[src/hdl/gbs_pkg.sv]
// ----------------------------------------------------------------------------
// gbs_pkg
// shared constants and types for the grid bilinear sampler
// ----------------------------------------------------------------------------
`timescale 1ns / 1ps
`default_nettype none
package gbs_pkg;

  localparam int MAX_ROWS = 256;
  localparam int MAX_COLS = 256;

  localparam int ROW_W   = $clog2(MAX_ROWS);
  localparam int COL_W   = $clog2(MAX_COLS);
  localparam int NROW_W  = $clog2(MAX_ROWS + 1);
  localparam int NCOL_W  = $clog2(MAX_COLS + 1);
  localparam int ADDR_W  = $clog2(MAX_ROWS * MAX_COLS);

  localparam int TIME_W  = 32;
  localparam int POS_W   = 24;
  localparam int SP_W    = 16;
  localparam int FRAC_W  = 16;
  localparam int CFG_W   = 16;
  localparam int CNT_W   = 9;

  // quotient of (pos << 16) / spacing: cell index above, fraction below
  localparam int QUO_W     = POS_W + FRAC_W;
  localparam int DIV_STEPS = QUO_W;
  localparam int STEP_W    = $clog2(DIV_STEPS + 1);

  localparam logic [1:0] REG_X_SPACING = 2'd0;
  localparam logic [1:0] REG_Z_SPACING = 2'd1;
  localparam logic [1:0] REG_COLUMNS   = 2'd2;
  localparam logic [1:0] REG_ROWS      = 2'd3;

  localparam logic KIND_WRITE = 1'b0;
  localparam logic KIND_QUERY = 1'b1;

  typedef struct packed {
    logic             start;
    logic [POS_W-1:0] pos;
    logic [SP_W-1:0]  spacing;
  } div_req_t;

  typedef struct packed {
    logic             busy;
    logic             done;
    logic [QUO_W-1:0] quotient;
  } div_rsp_t;

endpackage
`default_nettype wire

[src/hdl/gbs_mul.sv]
// ----------------------------------------------------------------------------
// gbs_mul
// shared 32 x 32 multiplier with registered product
// ----------------------------------------------------------------------------
`timescale 1ns / 1ps
`default_nettype none
module gbs_mul
  import gbs_pkg::*;
(
  input  wire logic                clk,
  input  wire logic [TIME_W-1:0]   a,
  input  wire logic [TIME_W-1:0]   b,
  output logic      [2*TIME_W-1:0] p
);

  always_ff @(posedge clk) begin
    p <= {TIME_W'(0), a} * {TIME_W'(0), b};
  end

endmodule
`default_nettype wire

[config.mk]
export PLATFORM = sky130hd
export DESIGN_NAME = gbs_mul
export DESIGN_NICKNAME = d
export VERILOG_FILES = /design/src/hdl/gbs_pkg.sv /design/src/hdl/gbs_mul.sv
export SDC_FILE = /design/constraint.sdc
export NUM_CORES = 2
export LEC_CHECK = 0
export ABC_AREA = 1
export BUFFER_PORTS_ARGS = -buffer_cell sky130_fd_sc_hd__buf_2
export CORE_MARGIN = 2
export CORE_UTILIZATION = 39
export CTS_CLUSTER_DIAMETER = 80
export DETAILED_ROUTE_END_ITERATION = 8
export PLACE_DENSITY = 0.6
export SLEW_MARGIN = 20
export SYNTH_ARGS = -nofsm -noshare
export SYNTH_HDL_FRONTEND = slang
export SYNTH_SLANG_ARGS = --single-unit
export TNS_END_PERCENT = 5
[constraint.sdc]
create_clock -name clk -period 7.7 [get_ports clk]
set_input_delay 0.385 -clock clk [delete_from_list [all_inputs] [get_ports clk]]
set_output_delay 0.385 -clock clk [all_outputs]
set_load 0.03 [all_outputs]
==> results.txt <==
Clock-pin slew was measured on the worst setup and hold paths at ~70 ps. STA puts the critical path data arrival time at 7110 ps. The overall die area came out at 0.0984 sq mm. The largest net degree at the start of global routing came out at 33. The tree is rooted in a clkbuf_16. For this run, the share of the core covered by cells in the final layout is between 40% and 50%. The largest registers in the layout are p x64. The post-synthesis cell area came out at about 0.037 sq mm.

The count of unresolved DRC violations after routing came out at 0. For the finished layout, the period the worst path requires is ~6900 ps. The register bit count reported by yosys came out at between 60 and 70. The remaining number of nets flagged by the antenna check after routing came out at 0. Sorting the synthesized cells by area gives the leading types as fa_1 (48%), inv_1 (17%), nand2_1 (16%). The data required time at the worst endpoint came out at just under 8000 ps. The mean cell area of the mapped netlist came out at around 7.4 sq um. The flow ran to the end, and the final reports show no timing, DRC or antenna violations.

The area overhead of the layout relative to synthesis is 6.07%. After routing, the total negative slack on setup checks comes to 0 ps. The overall die height is between 300 and 400 um. The finished cells cover 0.0397 sq mm.

p holds more flip-flops than any other register. No sink is reached through more buffers than the 2 on the longest clock path. The fraction of final layout cells sized beyond drive strength 1 is under 10%. The cell type group with the largest total delay on the critical path is adder cells. The number of max-cap violations came out at 0. Global routing consumed, over all layers together, a little over a fifth of the routing resources. Routability-driven placement finished with a final weighted congestion of 0.926. Along the worst path, the maximum fanout reaches 27. The via count of the first global-routing pass came out at roughly 31,000. The wire length of the first global-routing pass came out at around 170,000 um.

The number of H-tree levels came out at 3. The worst hold slack is about 610 ps. STA classifies the critical path endpoint as a flip-flop. The slowest library cell on the worst path is fa_1. The fraction of the cycle the final worst path needs came out at 89.2%.

The x dimension of the die came out at between 300 and 400 um. In the final routed layout, each cell accounts on average for between 15 and 20 um. For the pin with the worst max-slew slack, the measured transition is approximately 920 ps. The sink count of the clock tree came out at 64.

Input and output buffers added on the ports amount to 128. The sum of net half-perimeters after detailed placement came out at around 90,000 um. Setup repair after global routing left no endpoint under its margin. The total routed wirelength is 104,000 um. STA classifies the critical path startpoint as an input pin.

The total nets after synthesis is 6,247. The final number of hold-violating endpoints is 0. The count of hold buffers inserted by post-cts repair came out at 0. In this run the post-CTS setup repair buffer count came out at 0. The proportion of synthesized chip area in sequential cells came out at under 10%. The placed instance area came out at 0.0394 sq mm. The detailed-router iteration count before antenna repair came out at 6. After floorplanning, the core was sized to cover between 0.09 and 0.1 sq mm. Setup violations remaining at the end of the flow were counted as 0.

The number of antenna diodes in the final layout is 0. The category of the critical setup timing path is in -> reg. Synthesis instantiated 23 different standard cells from the library. The floorplan has about 110 rows. The final net count came out at about 6,300. The effective utilization at floorplan came out at between 30% and 40%. The share of synthesized area in the top cell type comes to a little under half.

The clock tree from TritonCTS is yes. The final-report max-slew violation count is 0. The cell that appears most often on the critical path is nand2_1. The class of the worst hold path is in -> reg. The number of antenna violations at the first check in global routing is 8.

The worst pin sits at a relative slew slack of between 30% and 40%. The count of synthesis-stage warnings from yosys came out at 0. Counting both buffers and inverters, the worst setup path holds a total of 6.

The number of instances resized during post-cts repair is 0. For this block, the via count after detailed routing is slightly below 30,000. The maximum clock rate came out at 0.146 GHz.

For this design the top-level I/O count stands at between 100 and 150. The final global-route overflow total is 0. The cell accounting for the most synthesized area is fa_1. The largest incremental delay on the critical path came out at between 600 and 700 ps.

The register with the most flip-flops in the layout has 64 of them. The gate count of the mapped netlist came out at approximately 5,000. The clock buffer count from CTS is 9. The fill cell total of the finished layout came out at between 9,000 and 10,000. The initial detailed-routing violation count came out at between 1,500 and 2,000. The via density per instance is 4.63.
-- synth_stat cells --
cell         n
inv_2       12
nor2_2      14
nand3_1     56
xnor2_1      2
nand4_1     16
o21bai_2     1
a21oi_1     43
nand3_2      9
nor3_2       6
xor2_1      33
inv_1     1723
nor2_1      81
o21ai_0      2
nand2_2     15
clkbuf_1   192
fa_1       896
nor3_1      11
o21bai_1    11
dfxtp_1     64
nor3_4       1
nor2_4       6
nand2_1   1566
ha_1       263
-- cells by family (layout without fill, tap and decap cells) --
kind of cell,count (synthesis),after routing,share of synthesized area (%)
fa+ha+maj,1159,1159,56.8
simple gates,1781,1781,18.8
buf+inv,1927,1941,19.3
compound gates,57,57,0.853
xor+xnor,35,35,0.820
flops,64,64,3.43
-- final cells by class --
type                    instances  area, sq um  area share, %
well taps                    1265         1580           3.99
repair buffers                190         1130           2.85
inverters                    1735         6510           16.4
flip-flops and latches         64         1280           3.23
multi-input cells            3032        28900           72.8
clock inverters                 7         52.6          0.132
clock buffers                   9          225          0.568
-- layer usage --
layer  GRT usage, %  vias to the layer above  routed length (um)
met5              0                        -                  32
met1           29.8                    14554               44200
li1               -                    13635                   -
met2           37.5                      840               50700
met3           2.36                      170                5810
met4           5.74                        6                2810
-- through the flow --
stage | std cells | setup WS, ps
after floorplan | 5023 | 1500
after global routing | 6302 | 481
after CTS | 6302 | 773
after global placement | 6286 | 477
final | 6302 | 833
after detailed placement | 6286 | 399
-- final timing paths --
| kind | start | to | cells past startpoint |
|---|---|---|---|
| max | b[8] | p[60] | 26 |
| min | b[0] | p[0] | 3 |
-- layout by cell type, fill, tap and decap left out, types with 2 or more instances in the layout --
cell type  netlist  final
xor2_1          33     33
ha_1           263    263
buf_2            0    128
inv_1         1723   1723
o21bai_1        11     11
xnor2_1          2      2
nand3_2          9      9
buf_12           0      2
nor2_1          81     81
clkinv_2         0      2
fa_1           896    896
inv_6            0      3
nor2_2          14     14
a21oi_1         43     43
nand3_1         56     56
nor2_4           6      6
o21ai_0          2      2
nand4_1         16     16
nand2_2         15     15
dfxtp_1         64     64
buf_4            0     60
nor3_1          11     11
nand2_1       1566   1566
clkbuf_16        0      9
inv_2           12     12
nor3_2           6      6
Power is left out: the tool's default activity adds up to more than one toggle a clock period on the data nets, which glitch-free logic cannot reach.
