<file path="src/hdl/gbs_pkg.sv">
// ----------------------------------------------------------------------------
// gbs_pkg
// shared constants and types for the grid bilinear sampler
// ----------------------------------------------------------------------------
`timescale 1ns / 1ps
`default_nettype none
package gbs_pkg;

  localparam int MAX_ROWS = 256;
  localparam int MAX_COLS = 256;

  localparam int ROW_W   = $clog2(MAX_ROWS);
  localparam int COL_W   = $clog2(MAX_COLS);
  localparam int NROW_W  = $clog2(MAX_ROWS + 1);
  localparam int NCOL_W  = $clog2(MAX_COLS + 1);
  localparam int ADDR_W  = $clog2(MAX_ROWS * MAX_COLS);

  localparam int TIME_W  = 32;
  localparam int POS_W   = 24;
  localparam int SP_W    = 16;
  localparam int FRAC_W  = 16;
  localparam int CFG_W   = 16;
  localparam int CNT_W   = 9;

  // quotient of (pos << 16) / spacing: cell index above, fraction below
  localparam int QUO_W     = POS_W + FRAC_W;
  localparam int DIV_STEPS = QUO_W;
  localparam int STEP_W    = $clog2(DIV_STEPS + 1);

  localparam logic [1:0] REG_X_SPACING = 2'd0;
  localparam logic [1:0] REG_Z_SPACING = 2'd1;
  localparam logic [1:0] REG_COLUMNS   = 2'd2;
  localparam logic [1:0] REG_ROWS      = 2'd3;

  localparam logic KIND_WRITE = 1'b0;
  localparam logic KIND_QUERY = 1'b1;

  typedef struct packed {
    logic             start;
    logic [POS_W-1:0] pos;
    logic [SP_W-1:0]  spacing;
  } div_req_t;

  typedef struct packed {
    logic             busy;
    logic             done;
    logic [QUO_W-1:0] quotient;
  } div_rsp_t;

endpackage
`default_nettype wire

</file>
<file path="src/hdl/gbs_div.sv">
// ----------------------------------------------------------------------------
// gbs_div
// restoring divider, one quotient bit per cycle
// ----------------------------------------------------------------------------
`timescale 1ns / 1ps
`default_nettype none
module gbs_div
  import gbs_pkg::*;
(
  input  wire logic     clk,
  input  wire logic     rst,
  input  wire div_req_t req,
  output div_rsp_t      rsp
);

  logic [QUO_W-1:0]  quo;
  logic [SP_W-1:0]   rem;
  logic [SP_W-1:0]   divisor;
  logic [STEP_W-1:0] steps;
  logic              busy;
  logic              done;
  logic [SP_W:0]     rem_shift;
  logic              fits;

  assign rem_shift = {rem, quo[QUO_W-1]};
  assign fits      = rem_shift >= {1'b0, divisor};

  always_ff @(posedge clk) begin
    if (rst) begin
      busy  <= 1'b0;
      done  <= 1'b0;
      steps <= '0;
    end else begin
      done <= 1'b0;
      if (req.start) begin
        busy  <= 1'b1;
        steps <= '0;
      end else if (busy) begin
        steps <= steps + 1'b1;
        if (steps == STEP_W'(DIV_STEPS - 1)) begin
          busy <= 1'b0;
          done <= 1'b1;
        end
      end
    end
  end

  always_ff @(posedge clk) begin
    if (req.start) begin
      quo     <= {req.pos, FRAC_W'(0)};
      rem     <= '0;
      // a spacing of zero acts as one
      divisor <= (req.spacing == '0) ? SP_W'(1) : req.spacing;
    end else if (busy) begin
      rem <= fits ? SP_W'(rem_shift - {1'b0, divisor}) : rem_shift[SP_W-1:0];
      quo <= {quo[QUO_W-2:0], fits};
    end
  end

  assign rsp.busy     = busy;
  assign rsp.done     = done;
  assign rsp.quotient = quo;

endmodule
`default_nettype wire

</file>
<file path="config.mk">
export PLATFORM = sky130hd
export DESIGN_NAME = gbs_div
export DESIGN_NICKNAME = d
export VERILOG_FILES = /design/src/hdl/gbs_pkg.sv /design/src/hdl/gbs_div.sv
export SDC_FILE = /design/constraint.sdc
export NUM_CORES = 1
export LEC_CHECK = 0
export BUFFER_PORTS_ARGS = -buffer_cell sky130_fd_sc_hd__buf_4
export CAP_MARGIN = 20
export CORE_UTILIZATION = 25
export CTS_CLUSTER_SIZE = 16
export DETAILED_ROUTE_END_ITERATION = 10
export SYNTH_ARGS = -nofsm -noshare
export SYNTH_HDL_FRONTEND = slang
export SYNTH_SLANG_ARGS = --single-unit
</file>
<file path="constraint.sdc">
create_clock -name clk -period 2.9 [get_ports clk]
set_input_delay 0.145 -clock clk [delete_from_list [all_inputs] [get_ports clk]]
set_output_delay 0.145 -clock clk [all_outputs]
set_load 0.02 [all_outputs]
</file>
==> implementation parameters <==
Parameter                              Value

Logic synthesis
  Top cells by area in the synthesized netlist    sky130_fd_sc_hd__edfxtp_1 30%, sky130_fd_sc_hd__dfxtp_1 20%, sky130_fd_sc_hd__ha_1 5.3%
  Sequential element share of the synthesized area    49.7%
  Synth Warn #    0
  Number of synthesized flops with an enable pin    40
  Number of synthesized register bits    80
  Synth top area share    29.8%
  Syn Std Cell Area    4030 um2
  Mean instance size in the synthesized netlist    10.1 um2
  Distinct cell type count after synthesis    52
  Leading area contributor after synthesis    sky130_fd_sc_hd__edfxtp_1
  Async set-reset flop share out of synthesis    0%
  Synth Net Count    461
  Leading register cell type out of synthesis    sky130_fd_sc_hd__edfxtp_1
  Mapped Cells    400

Setup path
  Worst Path Max Fanout    3
  Crit Path Class    reg2reg
  CP startpoint kind    flip-flop
  CP max stage cell    sky130_fd_sc_hd__edfxtp_1
  Arrival time of data at the critical path endpoint    2.89 ns
  Cells along the critical path    inv_1, ha_1, fa_1, nand2b_1, a211oi_2, o21bai_1, a21oi_1, nor3_1, or3b_1, a311oi_2
  Critical path required time    3.15 ns
  Gate family responsible for the most delay along the worst path    compound AO/OA/AOI/OAI gates
  Critical path buffer and inverter count    1
  Worst stage delay on the critical path    0.40 ns
  Kind of end point of the critical path    flip-flop

Finish
  Core utilization of the finished layout    33.2%
  Net count, final    537
  # fillers    1624
  Total area of sequential cells    2000 um2
  Fraction of layout instances using a drive strength above 1    24.1%
  Syn-to-layout area delta    30.6%
  Ant. Diodes    0
  Combined area of the multi-input logic cells    1780 um2

Clock network
  CTS tree    done
  Clock network latency to the later pin of the worst-skew pair    0.34 ns
  Total number of clock tree sinks    80
  Post-CTS setup buffer count    0
  Post-CTS clock slew at the launch and capture registers of the worst setup and hold paths    0.06 ns
  H-Tree Depth    3
  Clock root cell    sky130_fd_sc_hd__clkbuf_16
  CTS buffer count    9
  Number of buffers between clock root and the deepest sink    2

Routing
  Via Count    3142
  Routed via count divided by cell count    4.51
  Detail Route Antenna Nets    0
  Post-detailed-route wirelength per cell    13.2 um
  First-pass iteration count of the detailed router    6
  Number of DRC violations after detailed routing    0
  Final WL    9180 um
  Drt initial violations    161

Floorplanning
  DIE WIDTH    129 um
  Total die area    16600 um2
  Vertical die dimension    129 um
  Placeable core area    15800 um2
  Placement row count    46
  Total I/O pin count    85
  Effective utilization at floorplan    25.4%

Timing
  Final worst clock skew    0.0110 ns
  Hold Slack    0.0898 ns
  RSZ-0062 raised after global routing    no
  Rel. slew slack    54.2%
  Setup Total Neg Slack    0 ns
  Slew at the pin closest to its max-slew limit    0.687 ns
  Maximum clock frequency    0.378 GHz
  Ratio of final minimum period to clock period    91.2%
  Count of pins over their slew limit    0
  Min cycle time layout    2.64 ns
  Count of final setup violators    0
  Count of final hold-check violations    0

Place
  Routability Congestion    0.851
  Post-detailed-placement half-perimeter wirelength    6370 um
  Buffers on Ports    84

GRT
  Global-route wire length before repair    14700 um
  Number of antenna violations at the first check in global routing    0
  GRT Residual Overflow    0
  Global router's overall resource usage    11.3%
  Maximum number of pins on one net before global-route repair    56
  Vias in the first global route    2984

Pwr
  Flop pwr share    42.0%
  Leakage Power    0.00214 uW
  Power per cell area    598 nW/um2
  Comb pwr share    20.0%
  Switching part of the total power    27.1%
  Internal Pwr Total    2290 uW
  Max VDD drop    0.000297 V
  NetSw    850 uW
  Part of the total power dissipated in the clock network    38.0%

Status
  Run status    finished clean

Job
  Count of maximum capacitance violations    0

Hold path
  Worst hold path class    in2reg
worst register-to-register path: stages, from the launching register on:
cell and delay (ns):
sky130_fd_sc_hd__edfxtp_1 0.40, sky130_fd_sc_hd__inv_1 0.07, sky130_fd_sc_hd__ha_1 0.23, sky130_fd_sc_hd__fa_1 0.38
sky130_fd_sc_hd__nand2b_1 0.20, sky130_fd_sc_hd__a211oi_2 0.28, sky130_fd_sc_hd__o21bai_1 0.13, sky130_fd_sc_hd__a21oi_1 0.19
sky130_fd_sc_hd__nor3_1 0.07, sky130_fd_sc_hd__or3b_1 0.37, sky130_fd_sc_hd__a311oi_2 0.24
cell type report:
type	instances	area share (%)
clock inverters	7	1.64
flip-flops and latches	80	38.1
inverters	20	1.43
repair buffers	103	15.5
clock buffers	9	4.29
well taps	216	5.14
multi-input cells	262	33.9
placed cells by master (no fill, tap or decap), types with 2 or more instances in the layout:
cell | netlist | routed
sky130_fd_sc_hd__xor2_1 | 7 | 7
sky130_fd_sc_hd__xnor2_1 | 7 | 7
sky130_fd_sc_hd__o311ai_0 | 2 | 2
sky130_fd_sc_hd__a21oi_1 | 18 | 18
sky130_fd_sc_hd__o21ai_0 | 11 | 11
sky130_fd_sc_hd__mux2i_1 | 17 | 17
sky130_fd_sc_hd__or2_2 | 2 | 2
sky130_fd_sc_hd__clkinv_2 | 0 | 3
sky130_fd_sc_hd__nand2_1 | 42 | 42
sky130_fd_sc_hd__inv_1 | 20 | 20
sky130_fd_sc_hd__buf_4 | 2 | 87
sky130_fd_sc_hd__nand2b_1 | 6 | 6
sky130_fd_sc_hd__a22o_1 | 22 | 22
sky130_fd_sc_hd__or3_1 | 2 | 2
sky130_fd_sc_hd__nand4_1 | 7 | 7
sky130_fd_sc_hd__ha_1 | 17 | 17
sky130_fd_sc_hd__nor2_1 | 45 | 44
sky130_fd_sc_hd__nor4_1 | 5 | 5
sky130_fd_sc_hd__a311oi_1 | 11 | 11
sky130_fd_sc_hd__a311o_1 | 2 | 2
sky130_fd_sc_hd__nor3b_1 | 2 | 2
sky130_fd_sc_hd__dlygate4sd3_1 | 0 | 16
sky130_fd_sc_hd__o21ai_1 | 2 | 2
sky130_fd_sc_hd__o211ai_1 | 2 | 2
sky130_fd_sc_hd__nor3_1 | 8 | 8
sky130_fd_sc_hd__bufinv_16 | 0 | 2
sky130_fd_sc_hd__edfxtp_1 | 40 | 40
sky130_fd_sc_hd__clkbuf_16 | 0 | 9
sky130_fd_sc_hd__nand3_1 | 2 | 2
sky130_fd_sc_hd__dfxtp_1 | 40 | 39
cells in the mapped netlist (2+ instances only):
cell                       count
sky130_fd_sc_hd__or2_2         2
sky130_fd_sc_hd__dfxtp_1      40
sky130_fd_sc_hd__nor4_1        5
sky130_fd_sc_hd__xor2_1        7
sky130_fd_sc_hd__nand3_1       2
sky130_fd_sc_hd__nor3b_1       2
sky130_fd_sc_hd__or3_1         2
sky130_fd_sc_hd__xnor2_1       7
sky130_fd_sc_hd__mux2i_1      17
sky130_fd_sc_hd__nor2_1       45
sky130_fd_sc_hd__a21oi_1      18
sky130_fd_sc_hd__o21ai_0      11
sky130_fd_sc_hd__o211ai_1      2
sky130_fd_sc_hd__nand4_1       7
sky130_fd_sc_hd__buf_6         3
sky130_fd_sc_hd__a311o_1       2
sky130_fd_sc_hd__inv_1        20
sky130_fd_sc_hd__buf_1         2
sky130_fd_sc_hd__edfxtp_1     40
sky130_fd_sc_hd__o21ai_1       2
sky130_fd_sc_hd__nor3_1        8
sky130_fd_sc_hd__o311ai_0      2
sky130_fd_sc_hd__a22o_1       22
sky130_fd_sc_hd__a311oi_1     11
sky130_fd_sc_hd__ha_1         17
sky130_fd_sc_hd__clkbuf_1     30
sky130_fd_sc_hd__nand2b_1      6
sky130_fd_sc_hd__nand2_1      42
sky130_fd_sc_hd__a211oi_1      2
sky130_fd_sc_hd__buf_4         2
metal layers:
metal / GRT usage, % / share of wire (%)
met1: 14.7 / 49
met2: 17.9 / 45
met3: 3.83 / 4.6
met4: 3.25 / 1.2
met5: 0 / 0
repair_timing:
action	CTS	global route
endpoints found under the setup margin	0	1
resized for setup	0	1
hold endpoints to repair	16	0
hold buffers	16	0
power groups by stage:
| stage | sequential (uW) | combinational, uW | clock [uW] |
|---|---|---|---|
| after floorplan | 1370 | 398 | 0 |
| after global placement | 1340 | 604 | 0 |
| after detailed placement | 1340 | 610 | 0 |
| after CTS | 1320 | 630 | 1240 |
| after global routing | 1330 | 698 | 1280 |
| final | 1320 | 629 | 1190 |
cells by family (layout without fill, tap and decap cells):
logic type               count (synthesis)  in the layout  share of synthesized area [%]
AND/OR/NAND/NOR                        126            126                           14.4
flip-flops                              80             80                           49.7
multiplexers                            17             17                           4.23
adder cells (fa/ha/maj)                 18             18                           5.78
buffers and inverters                   58            139                           6.19
AO/OA/AOI/OAI                           87             87                           16.6
XOR/XNOR                                14             14                           3.05
through the flow:
step | total power [uW] | instance area (um2) | worst slack, ns | cells
floorplan | 1770 | 4030 | 0.334 | 400
global placement | 1940 | 4780 | 0.292 | 665
detailed placement | 1950 | 4780 | 0.213 | 665
CTS | 3190 | 5250 | 0.159 | 697
global route | 3300 | 5260 | 0.0868 | 697
finish | 3140 | 5260 | 0.256 | 697
sequential cells by signal, summed over array words and instances, names as in the netlist:
name	flops
done	1
steps	6
divisor	16
quo	40
busy	1
rem	16
worst paths after layout:
path | startpoint | endpoint | slack, ns | cells past startpoint
max | quo[39]$_DFFE_PP_ | rem[14]$_SDFFE_PP0P_ | 0.26 | 10
min reg2reg | steps[5]$_SDFFE_PP0P_ | steps[5]$_SDFFE_PP0P_ | 0.50 | 2
max reg2reg | quo[39]$_DFFE_PP_ | rem[14]$_SDFFE_PP0P_ | 0.26 | 10
min | req[38] | quo[38]$_DFFE_PP_ | 0.09 | 3
Power figures use the tool's default switching activity.
